==> config.mk <==
export PLATFORM = sky130hd
export DESIGN_NAME = xxh32_lane
export DESIGN_NICKNAME = d
export VERILOG_FILES = /design/src/hw/rtl/xxh32_pkg.sv /design/src/hw/rtl/xxh32_lane.sv
export SDC_FILE = /design/constraint.sdc
export NUM_CORES = 1
export LEC_CHECK = 0
export BUFFER_PORTS_ARGS = -buffer_cell sky130_fd_sc_hd__buf_2
export CAP_MARGIN = 5
export CORE_UTILIZATION = 45
export CTS_CLUSTER_SIZE = 40
export DETAILED_ROUTE_END_ITERATION = 10
export PLACE_DENSITY = 0.6
export SETUP_SLACK_MARGIN = 0.15
export SLEW_MARGIN = 40
export SYNTH_ARGS = -nofsm -noshare
export SYNTH_HDL_FRONTEND = slang
export SYNTH_SLANG_ARGS = --single-unit
==> constraint.sdc <==
create_clock -name clk -period 10.3 [get_ports clk]
set_input_delay 1.03 -clock clk [delete_from_list [all_inputs] [get_ports clk]]
set_output_delay 1.03 -clock clk [all_outputs]
set_load 0.01 [all_outputs]
==> src/hw/rtl/xxh32_pkg.sv <==
package xxh32_pkg;

  localparam int unsigned DATA_W      = 32;
  localparam int unsigned COUNT_W     = 3;
  localparam int unsigned LANES       = 4;
  localparam int unsigned STRIPE_B    = 16;
  localparam logic [2:0]  BYTES_PER_ITEM = 3'd4;

  localparam logic [31:0] PRIME1 = 32'h9E3779B1;
  localparam logic [31:0] PRIME2 = 32'h85EBCA77;
  localparam logic [31:0] PRIME3 = 32'hC2B2AE3D;
  localparam logic [31:0] PRIME4 = 32'h27D4EB2F;
  localparam logic [31:0] PRIME5 = 32'h165667B1;

  // register byte addresses (bit 2 upward selects the register)
  localparam logic SEED_IDX = 1'b0;

  typedef struct packed {
    logic [3:0][31:0] acc;
    logic [31:0]      total_length;
    logic             long_message;
    logic [3:0]       tail_count;
    logic [15:0][7:0] tail;
  } fin_snap_t;

  function automatic logic [31:0] rotl32(input logic [31:0] x, input int unsigned r);
    logic [63:0] d;
    d = {x, x} << r;
    return d[63:32];
  endfunction

endpackage

==> src/hw/rtl/xxh32_lane.sv <==
module xxh32_lane (
  input  logic        clk,
  input  logic        rst,
  input  logic        init,
  input  logic [31:0] init_val,
  input  logic        start,
  input  logic [31:0] word,
  output logic [31:0] acc,
  output logic        busy
);

  typedef enum logic [1:0] {L_IDLE, L_ROT, L_MUL} lane_state_t;

  lane_state_t state;
  logic [31:0] prod;

  always_ff @(posedge clk) begin
    if (rst) begin
      state <= L_IDLE;
    end else begin
      unique case (state)
        L_IDLE: if (start) state <= L_ROT;
        L_ROT:  state <= L_MUL;
        L_MUL:  state <= L_IDLE;
        default: state <= L_IDLE;
      endcase
    end
  end

  always_ff @(posedge clk) begin
    if (init) begin
      acc <= init_val;
    end else if (state == L_ROT) begin
      acc <= xxh32_pkg::rotl32(acc + prod, 13);
    end else if (state == L_MUL) begin
      acc <= acc * xxh32_pkg::PRIME1;
    end
    if (start) prod <= word * xxh32_pkg::PRIME2;
  end

  assign busy = (state != L_IDLE);

endmodule

==> results by group <==
Synth
  • EDFF count, synth: 64
  • Syn. warnings: 0
  • Per-instance average area after synthesis: 9.88 µm²
  • Cell count after synthesis: 2301
  • Flip-flop cell with the highest count after synthesis: sky130_fd_sc_hd__edfxtp_1
  • Count of cell types in the netlist: 65
  • Async SR Flop Fraction: 0
  • Number of flip-flops and latches in the synthesized netlist: 66
  • Cell area after synthesis: around 23000 µm²
  • Register area share after synthesis: 0.0863
  • Net count of the mapped netlist: 3210

Final layout
  • Number of diodes added for antenna fixing: 0
  • Most used cells in the layout excluding fill and tap cells: 775 x sky130_fd_sc_hd__inv_1, 445 x sky130_fd_sc_hd__fa_1, 396 x sky130_fd_sc_hd__ha_1
  • Area growth from synthesis to layout: 7.47%
  • Fill count: 4716
  • Count of non-filler cells in the finished layout: 3085
  • Ratio of cells with drive above 1 in the final layout: 0.0628
  • Count of nets after finishing: 3325
  • Leading cell type in the layout, fill and taps excluded: sky130_fd_sc_hd__inv_1
  • Post-route design area: 24400 µm²

Detailed routing
  • Final wirelength: approximately 64000 µm
  • Number of violations reported at the end of detailed-routing iteration 0: 852
  • Routed WL per cell: ~21 µm
  • Number of search-and-repair iterations in the first detailed-routing pass: 7
  • Detail-routed via count per cell: 5.09
  • DR DRC count: 0
  • Routed via count: approximately 16k
  • Antenna-violating nets left: 0

Job
  • Maximum Capacitance Violations: 0

Setup path
  • CP startpoint: word[8]
  • Worst endpoint data arrival time: 7430 ps
  • Startpoint type of the worst setup path: input pin
  • Launch instance of the worst register-to-register path: acc[14]$_DFFE_PP_
  • Data required, critical path: a little over 10000 ps
  • Setup CP Type: input pin to register
  • Nature of the critical path endpoint: register
  • Critical Path Fanout Max: 6

CTS
  • Post-CTS repair timing setup buffer count: 0
  • Bufs on Longest Clock Path: 2
  • Hold_buf cts: 0
  • Post-cts resize count: 0
  • Number of buffers created by CTS: 9
  • CTS tree: built
  • Clock Pin Slew Worst Setup and Hold Paths: around 60 ps
  • Clock sinks: 66
  • Buffer cell driving the clock tree root: sky130_fd_sc_hd__clkbuf_16
  • Insertion delay of the later-clocked pin in the worst-skew pair: 350 ps
  • Htree depth: 3

Timing
  • Rel. slew slack: 0.420
  • Clock period minus worst slack: 7350 ps
  • RSZ-0062 raised after global routing: no
  • Achievable Freq: 136 MHz
  • Final Hold Fails: 0
  • Tcrit/Tclk final: 0.713
  • Max-slew violation count: 0
  • Setup violations, final: 0
  • Setup Total Neg Slack: 0 ps
  • Worst Max-Slew Pin Slew: 870 ps
  • Worst clock skew on the final layout: 12.4 ps
  • Final WS setup: slightly below 3000 ps

GRT
  • Vias in the first global route: about 17k
  • Number of antenna violations at the first check in global routing: 1
  • Global-route wire length before repair: slightly below 100000 µm
  • Maximum number of pins on one net before global-route repair: 34
  • GRT Overall Usage: 0.259
  • Remaining global-route overflow: 0

Placed design
  • Final weighted congestion in routability-driven placement: about 0.96
  • Post-placement cell count: 3069
  • Placed inst area: between 20000 and 25000 µm²
  • HPWL reported at the end of detailed placement: about 57000 µm
  • Place WS: 2580 ps
  • Port Buffer Count: 100

Floorplanning
  • Die ar.: 51400 µm²
  • I/O pin total: ~100
  • Horizontal die dimension: 227 µm
  • Initial standard-cell utilization of the core: 0.460
  • Die Y: 227 µm
  • Area of the placeable core: around 50000 µm²
  • Number of standard-cell rows in the floorplan: between 80 and 90

Min path
  • Classification of the worst-slack hold path: register to register
  • Start point of the worst min-delay path: state[0]$_SDFFE_PP0P_

Outcome
  • Run status: finished clean
through the flow:
step	hold WS, ps	utilization
finish	551	0.495
global route	590	0.495
CTS	556	0.495
detailed placement	543	0.489
global placement	536	0.489
floorplan	557	-
routing by layer:
metal / up-vias / share of wire / wire [µm] / track usage
met5: - / 0 / 0 / 0
met4: 0 / 0.039 / 2470 / 0.0992
met3: 96 / 0.038 / 2410 / 0.0203
met2: 403 / 0.53 / 33800 / 0.487
met1: 7941 / 0.40 / 25300 / 0.304
li1: 7278 / - / - / -
Yosys cell counts, drive strengths merged (3+ instances only):
master    n  area, µm²
a211o     4       35.0
a221o     3       30.0
nand3    19       95.1
or2       4       25.0
and2      4       25.0
o21ai    57        289
nand4     8       50.1
o211ai    6       45.0
or3       8       50.1
o21bai    6       45.0
inv     775       2910
nand2b   15       93.8
a22oi     4       30.0
edfxtp   64       1920
o22ai     5       31.3
nand2    50        188
a211oi   10       75.1
xor2     30        263
nor3b     5       37.5
nor2b     6       37.5
o21a     14        114
nor3     23        115
fa      445       8910
a31oi     8       56.3
xnor2   113        990
and3      9       57.6
o31ai     3       27.5
nor2     51        191
clkbuf   12       45.0
o221ai    3       26.3
a21oi    81        417
ha      396       4950
a21o     28        210
a311oi    3       32.5
cell families (layout without fill, tap and decap cells):
kind of cell    after synthesis  after routing  synth area share
buf+inv                     788            908             0.130
compound gates              248            248            0.0710
fa+ha+maj                   841            841             0.610
flops                        66             66            0.0863
mux                           4              4           0.00187
simple gates                211            211            0.0456
xor+xnor                    143            143            0.0551
layout make-up:
type,instances,area (µm²),area share
multi-input cells,1447,17800,0.729
flip-flops and latches,66,1960,0.0803
well taps,664,831,0.0340
repair buffers,116,641,0.0262
clock buffers,9,225,0.00922
inverters,776,2910,0.119
clock inverters,7,43.8,0.00179
registers in the layout, summed over array words and instances, names as in the netlist:
name / cells
acc: 32
prod: 32
state: 2
path summary, 6_finish.rpt:
kind	endpoint	slack, ps	cells after the start
hold reg to reg	state[0]$_SDFFE_PP0P_	550	2
hold / removal	state[0]$_SDFFE_PP0P_	550	2
setup / recovery	prod[31]$_DFFE_PP_	2950	25
setup reg to reg	acc[31]$_DFFE_PP_	3070	21
critical path: stages:
cell,delay [ps]
sky130_fd_sc_hd__buf_2,170
sky130_fd_sc_hd__inv_1,170
sky130_fd_sc_hd__fa_1,600
sky130_fd_sc_hd__fa_1,440
sky130_fd_sc_hd__fa_1,530
sky130_fd_sc_hd__inv_1,50
sky130_fd_sc_hd__fa_1,560
sky130_fd_sc_hd__inv_1,80
sky130_fd_sc_hd__fa_1,490
sky130_fd_sc_hd__fa_1,500
sky130_fd_sc_hd__inv_1,50
sky130_fd_sc_hd__fa_1,470
sky130_fd_sc_hd__inv_1,50
sky130_fd_sc_hd__fa_1,470
sky130_fd_sc_hd__inv_1,40
sky130_fd_sc_hd__ha_1,310
sky130_fd_sc_hd__o21ai_0,100
sky130_fd_sc_hd__nand2b_1,110
sky130_fd_sc_hd__and2_1,210
sky130_fd_sc_hd__and3_1,170
sky130_fd_sc_hd__nor3_1,160
sky130_fd_sc_hd__nand2_1,130
sky130_fd_sc_hd__a211o_1,270
sky130_fd_sc_hd__a21oi_1,170
sky130_fd_sc_hd__xnor2_1,90
Power is not shown: default switching activity piles up to over one toggle a cycle in this logic, so the estimate is an artifact.
