<file path="config.mk">
export PLATFORM = sky130hd
export DESIGN_NAME = xxh32_merge
export DESIGN_NICKNAME = d
export VERILOG_FILES = /design/src/hw/rtl/xxh32_pkg.sv /design/src/hw/rtl/xxh32_merge.sv
export SDC_FILE = /design/constraint.sdc
export NUM_CORES = 2
export LEC_CHECK = 0
export BUFFER_PORTS_ARGS = -buffer_cell sky130_fd_sc_hd__buf_2
export CAP_MARGIN = 0
export CORE_UTILIZATION = 47
export CTS_BUF_LIST = sky130_fd_sc_hd__clkbuf_8 sky130_fd_sc_hd__clkbuf_16
export DETAILED_ROUTE_END_ITERATION = 7
export GPL_ROUTABILITY_DRIVEN = 0
export HOLD_SLACK_MARGIN = 0.1
export PLACE_DENSITY = 0.67
export SLEW_MARGIN = 20
export SYNTH_ARGS = -nofsm -noshare
export SYNTH_HDL_FRONTEND = slang
export SYNTH_SLANG_ARGS = --single-unit
export TNS_END_PERCENT = 1
</file>
<file path="constraint.sdc">
create_clock -name clk -period 22.9 [get_ports clk]
set_input_delay 4.58 -clock clk [delete_from_list [all_inputs] [get_ports clk]]
set_output_delay 4.58 -clock clk [all_outputs]
set_load 0.05 [all_outputs]
</file>
<file path="src/hw/rtl/xxh32_pkg.sv">
package xxh32_pkg;

  localparam int unsigned DATA_W      = 32;
  localparam int unsigned COUNT_W     = 3;
  localparam int unsigned LANES       = 4;
  localparam int unsigned STRIPE_B    = 16;
  localparam logic [2:0]  BYTES_PER_ITEM = 3'd4;

  localparam logic [31:0] PRIME1 = 32'h9E3779B1;
  localparam logic [31:0] PRIME2 = 32'h85EBCA77;
  localparam logic [31:0] PRIME3 = 32'hC2B2AE3D;
  localparam logic [31:0] PRIME4 = 32'h27D4EB2F;
  localparam logic [31:0] PRIME5 = 32'h165667B1;

  // register byte addresses (bit 2 upward selects the register)
  localparam logic SEED_IDX = 1'b0;

  typedef struct packed {
    logic [3:0][31:0] acc;
    logic [31:0]      total_length;
    logic             long_message;
    logic [3:0]       tail_count;
    logic [15:0][7:0] tail;
  } fin_snap_t;

  function automatic logic [31:0] rotl32(input logic [31:0] x, input int unsigned r);
    logic [63:0] d;
    d = {x, x} << r;
    return d[63:32];
  endfunction

endpackage

</file>
<file path="src/hw/rtl/xxh32_merge.sv">
module xxh32_merge (
  input  logic                  clk,
  input  logic                  rst,
  input  logic                  start,
  input  xxh32_pkg::fin_snap_t  snap,
  output logic                  res_valid,
  output logic [31:0]           res_hash,
  input  logic                  res_ready,
  output logic                  busy
);

  typedef enum logic [3:0] {
    F_IDLE, F_WMUL, F_WROT, F_WFIN, F_BMUL, F_BROT, F_BFIN,
    F_AV1, F_AV2, F_AV3, F_DONE
  } fin_state_t;

  fin_state_t  state;
  logic [31:0] h;
  logic [31:0] m;
  logic [3:0]  pos;
  logic [3:0]  left;
  logic [31:0] h0;
  logic [31:0] word_sel;
  logic [7:0]  byte_sel;
  logic [3:0]  left_w;
  logic [3:0]  left_b;

  function automatic fin_state_t pick(input logic [3:0] n);
    if (n >= 4'd4) return F_WMUL;
    else if (n != 4'd0) return F_BMUL;
    else return F_AV1;
  endfunction

  always_comb begin
    if (snap.long_message) begin
      h0 = xxh32_pkg::rotl32(snap.acc[0], 1) + xxh32_pkg::rotl32(snap.acc[1], 7) +
           xxh32_pkg::rotl32(snap.acc[2], 12) + xxh32_pkg::rotl32(snap.acc[3], 18);
    end else begin
      h0 = snap.acc[2] + xxh32_pkg::PRIME5;
    end
    h0 = h0 + snap.total_length;
    word_sel = {snap.tail[{pos[3:2], 2'd3}], snap.tail[{pos[3:2], 2'd2}],
                snap.tail[{pos[3:2], 2'd1}], snap.tail[{pos[3:2], 2'd0}]};
    byte_sel = snap.tail[pos];
    left_w   = left - 4'd4;
    left_b   = left - 4'd1;
  end

  always_ff @(posedge clk) begin
    if (rst) begin
      state <= F_IDLE;
    end else begin
      unique case (state)
        F_IDLE: if (start) state <= pick(snap.tail_count);
        F_WMUL: state <= F_WROT;
        F_WROT: state <= F_WFIN;
        F_WFIN: state <= pick(left_w);
        F_BMUL: state <= F_BROT;
        F_BROT: state <= F_BFIN;
        F_BFIN: state <= pick(left_b);
        F_AV1:  state <= F_AV2;
        F_AV2:  state <= F_AV3;
        F_AV3:  state <= F_DONE;
        F_DONE: if (res_ready) state <= F_IDLE;
        default: state <= F_IDLE;
      endcase
    end
  end

  always_ff @(posedge clk) begin
    case (state)
      F_IDLE: begin
        h    <= h0;
        pos  <= 4'd0;
        left <= snap.tail_count;
      end
      F_WMUL: m <= word_sel * xxh32_pkg::PRIME3;
      F_WROT: h <= xxh32_pkg::rotl32(h + m, 17);
      F_WFIN: begin
        h    <= h * xxh32_pkg::PRIME4;
        pos  <= pos + 4'd4;
        left <= left_w;
      end
      F_BMUL: m <= {24'd0, byte_sel} * xxh32_pkg::PRIME5;
      F_BROT: h <= xxh32_pkg::rotl32(h + m, 11);
      F_BFIN: begin
        h    <= h * xxh32_pkg::PRIME1;
        pos  <= pos + 4'd1;
        left <= left_b;
      end
      F_AV1: h <= (h ^ (h >> 15)) * xxh32_pkg::PRIME2;
      F_AV2: h <= (h ^ (h >> 13)) * xxh32_pkg::PRIME3;
      F_AV3: h <= h ^ (h >> 16);
      default: h <= h;
    endcase
  end

  assign res_valid = (state == F_DONE);
  assign res_hash  = h;
  assign busy      = (state != F_IDLE);

endmodule

</file>
==> results.tsv <==
stage	metric	value	unit
outcome	outcome	complete, no violations	
logic_synthesis	synth_top_area_share	39.3	%
cts	post_cts_buffers	0	
logic_synthesis	ys_top_cells_by_count	inv_1, fa_1, ha_1	
routing	dr_total_vias	46200	
logic_synthesis	synthesis.nets	8687	
global_route	antenna_found_initial	15	
global_route	grt_util_all_layers	31.2	%
critical_path	crit_fanout	6	
logic_synthesis	netlist_area	60600	um2
critical_path	crit_path_max_incr_delay	0.61	ns
global_route	grt_pass1_vias	50000	
routing	wl	200000	um
critical_path	crit_family	adder cells	
timing	period_share	49.1	%
timing	slew_headroom	20.4	%
logic_synthesis	ys.warnings.count	0	
floorplanning	coreArea	128000	um2
floorplanning	pin_count	331	
cts	htree_levels	3	
logic_synthesis	synth_cell_types	90	
final_layout	syn2layout_area_growth	7.14	%
cts	cts_sinks	76	
worst_hold_path	hp-class	flip-flop to flip-flop	
timing	tns	0	ns
critical_path	critPathKind	input port to flip-flop	
timing	maxSlewViolCount	0	
timing	skew	0.0120	ns
critical_path	path_buf_inv	7	
critical_path	slowest_stage	mux4_2	
timing	timing.fmax	0.0889	GHz
logic_synthesis	synth_top_cell_by_area	fa_1	
critical_path	crit_path_start_kind	input port	
floorplanning	fp.dieH	361	um
timing	tightest_slew	1.19	ns
routing	routedWlPerCell	24.5	um
placed_design	dp_hpwl	175000	um
cts	hold_buffers	0	
critical_path	worstPathArrival	11.35	ns
timing	rsz0062_at_grt	false	
logic_synthesis	synth-async-reset-ratio	0	%
cts	cts_made_buffers	9	
floorplanning	fp.dieW	361	um
run	cap_violations	0	
critical_path	required	23.00	ns
global_route	grt_start_max_net_pins	50	
final_layout	fin_cells	8162	
logic_synthesis	synth_edf_count	72	
floorplanning	dieArea	130000	um2
floorplanning	start_util	47.5	%
timing	holdWs	0.675	ns
timing	finalHoldViolCount	0	
logic_synthesis	ys_seq_area_share	3.70	%
placed_design	port_buffers	330	
cts	ctsResizeCount	0	
cts	clk_pin_slew	0.07	ns
logic_synthesis	synth_area_leaders	fa_1, ha_1, inv_1	
placed_design	dp_cells	8138	
logic_synthesis	netlist_instances	6149	
timing	fin_crit	11.25	ns
cts	clockBufferDepth	2	
logic_synthesis	syn-mean-instance-area	9.86	um2
routing	drt_first_pass_iters	7	
routing	viasPerCell	5.66	
timing	finalSetupViolCount	0	
cts	clock_latency	0.37	ns
critical_path	end_kind	flip-flop	
routing	final_antenna_net_count	0	
cts	cts.root.buffer_cell	clkbuf_16	
final_layout	drive_gt1_share	8.39	%
routing	drc	0	
logic_synthesis	synth_flop_cell	edfxtp_1	
global_route	grt_pass1_wl	303000	um
logic_synthesis	ys_seq_elements	76	
final_layout	nNetsFinal	9025	
logic_synthesis	synthMostInstantiatedCell	inv_1	
cts	cts_tree	yes	
floorplanning	rows	131	
global_route	grt_overflow	0	
routing	drt-initial-drc-count	4355	
-- registers in the layout, summed over array words and instances, names as in the netlist --
signal    count
m            32
res_hash     32
state         4
left          4
pos           4
-- logic make-up (layout without fill, tap and decap cells) --
group,count (synthesis),count (layout),synth area share [%]
xor+xnor,446,446,6.47
mux,101,101,3.18
flops,76,76,3.70
simple gates,613,613,4.90
fa+ha+maj,2241,2241,61.0
compound gates,873,873,9.62
other cells,0,8,0
buf+inv,1799,2142,11.2
-- layer usage --
layer,part of all wire [%],vias to the layer above,wire length (um),track usage (%)
li1,-,20400,-,-
met1,37,22700,74200,38.0
met2,45,2421,90200,50.3
met3,10,684,19900,7.76
met4,7.6,16,15100,18.3
met5,0.060,-,120,0
-- through the flow --
| stage | setup slack (ns) | area [um2] | util (%) |
|---|---|---|---|
| floorplan | 11.91 | 60600 | - |
| global placement | 11.37 | 64600 | 50.6 |
| detailed placement | 11.30 | 64700 | 50.6 |
| CTS | 11.66 | 64900 | 50.9 |
| global route | 11.35 | 64900 | 50.9 |
| finish | 11.65 | 65000 | 50.9 |
-- cell usage in the layout, fill, tap and decap left out, types with 30 or more instances in the layout --
| master | count |
|---|---|
| nand2b_1 | 53 |
| edfxtp_1 | 72 |
| ha_1 | 1050 |
| nand3_1 | 50 |
| mux4_2 | 72 |
| xnor2_1 | 290 |
| a21o_1 | 94 |
| inv_1 | 1724 |
| nor2b_1 | 35 |
| nand2_1 | 148 |
| fa_1 | 1191 |
| nor2_1 | 177 |
| o21a_1 | 38 |
| buf_2 | 330 |
| a21oi_1 | 242 |
| nor3_1 | 42 |
| a211oi_1 | 32 |
| xor2_1 | 154 |
| o211ai_1 | 31 |
| o22ai_1 | 30 |
| o21ai_0 | 149 |
| buf_4 | 71 |
-- final timing paths --
| check | slack (ns) | endpoint | cells past startpoint | start |
|---|---|---|---|---|
| setup / recovery | 11.65 | m[30]$_DFFE_PP_ | 25 | snap[70] |
| hold / removal | 0.68 | left[0]$_DFFE_PP_ | 1 | left[0]$_DFFE_PP_ |
| setup reg to reg | 13.94 | res_hash[21]$_DFFE_PP_ | 23 | res_hash[21]$_DFFE_PP_ |
| hold reg to reg | 0.68 | left[0]$_DFFE_PP_ | 1 | left[0]$_DFFE_PP_ |
-- layout make-up --
class	instances	area, um2
Fill cell	11600	62700
Multi-Input combinational cell	4274	51700
Inverter	1724	6470
Sequential cell	76	2240
Timing Repair Buffer	402	2200
Tap cell	1662	2080
Clock buffer	9	225
Clock inverter	7	51.3
Antenna cell	8	20.0
Power is left out: the tool's default activity adds up to more than one toggle a clock period on the data nets, which glitch-free logic cannot reach.
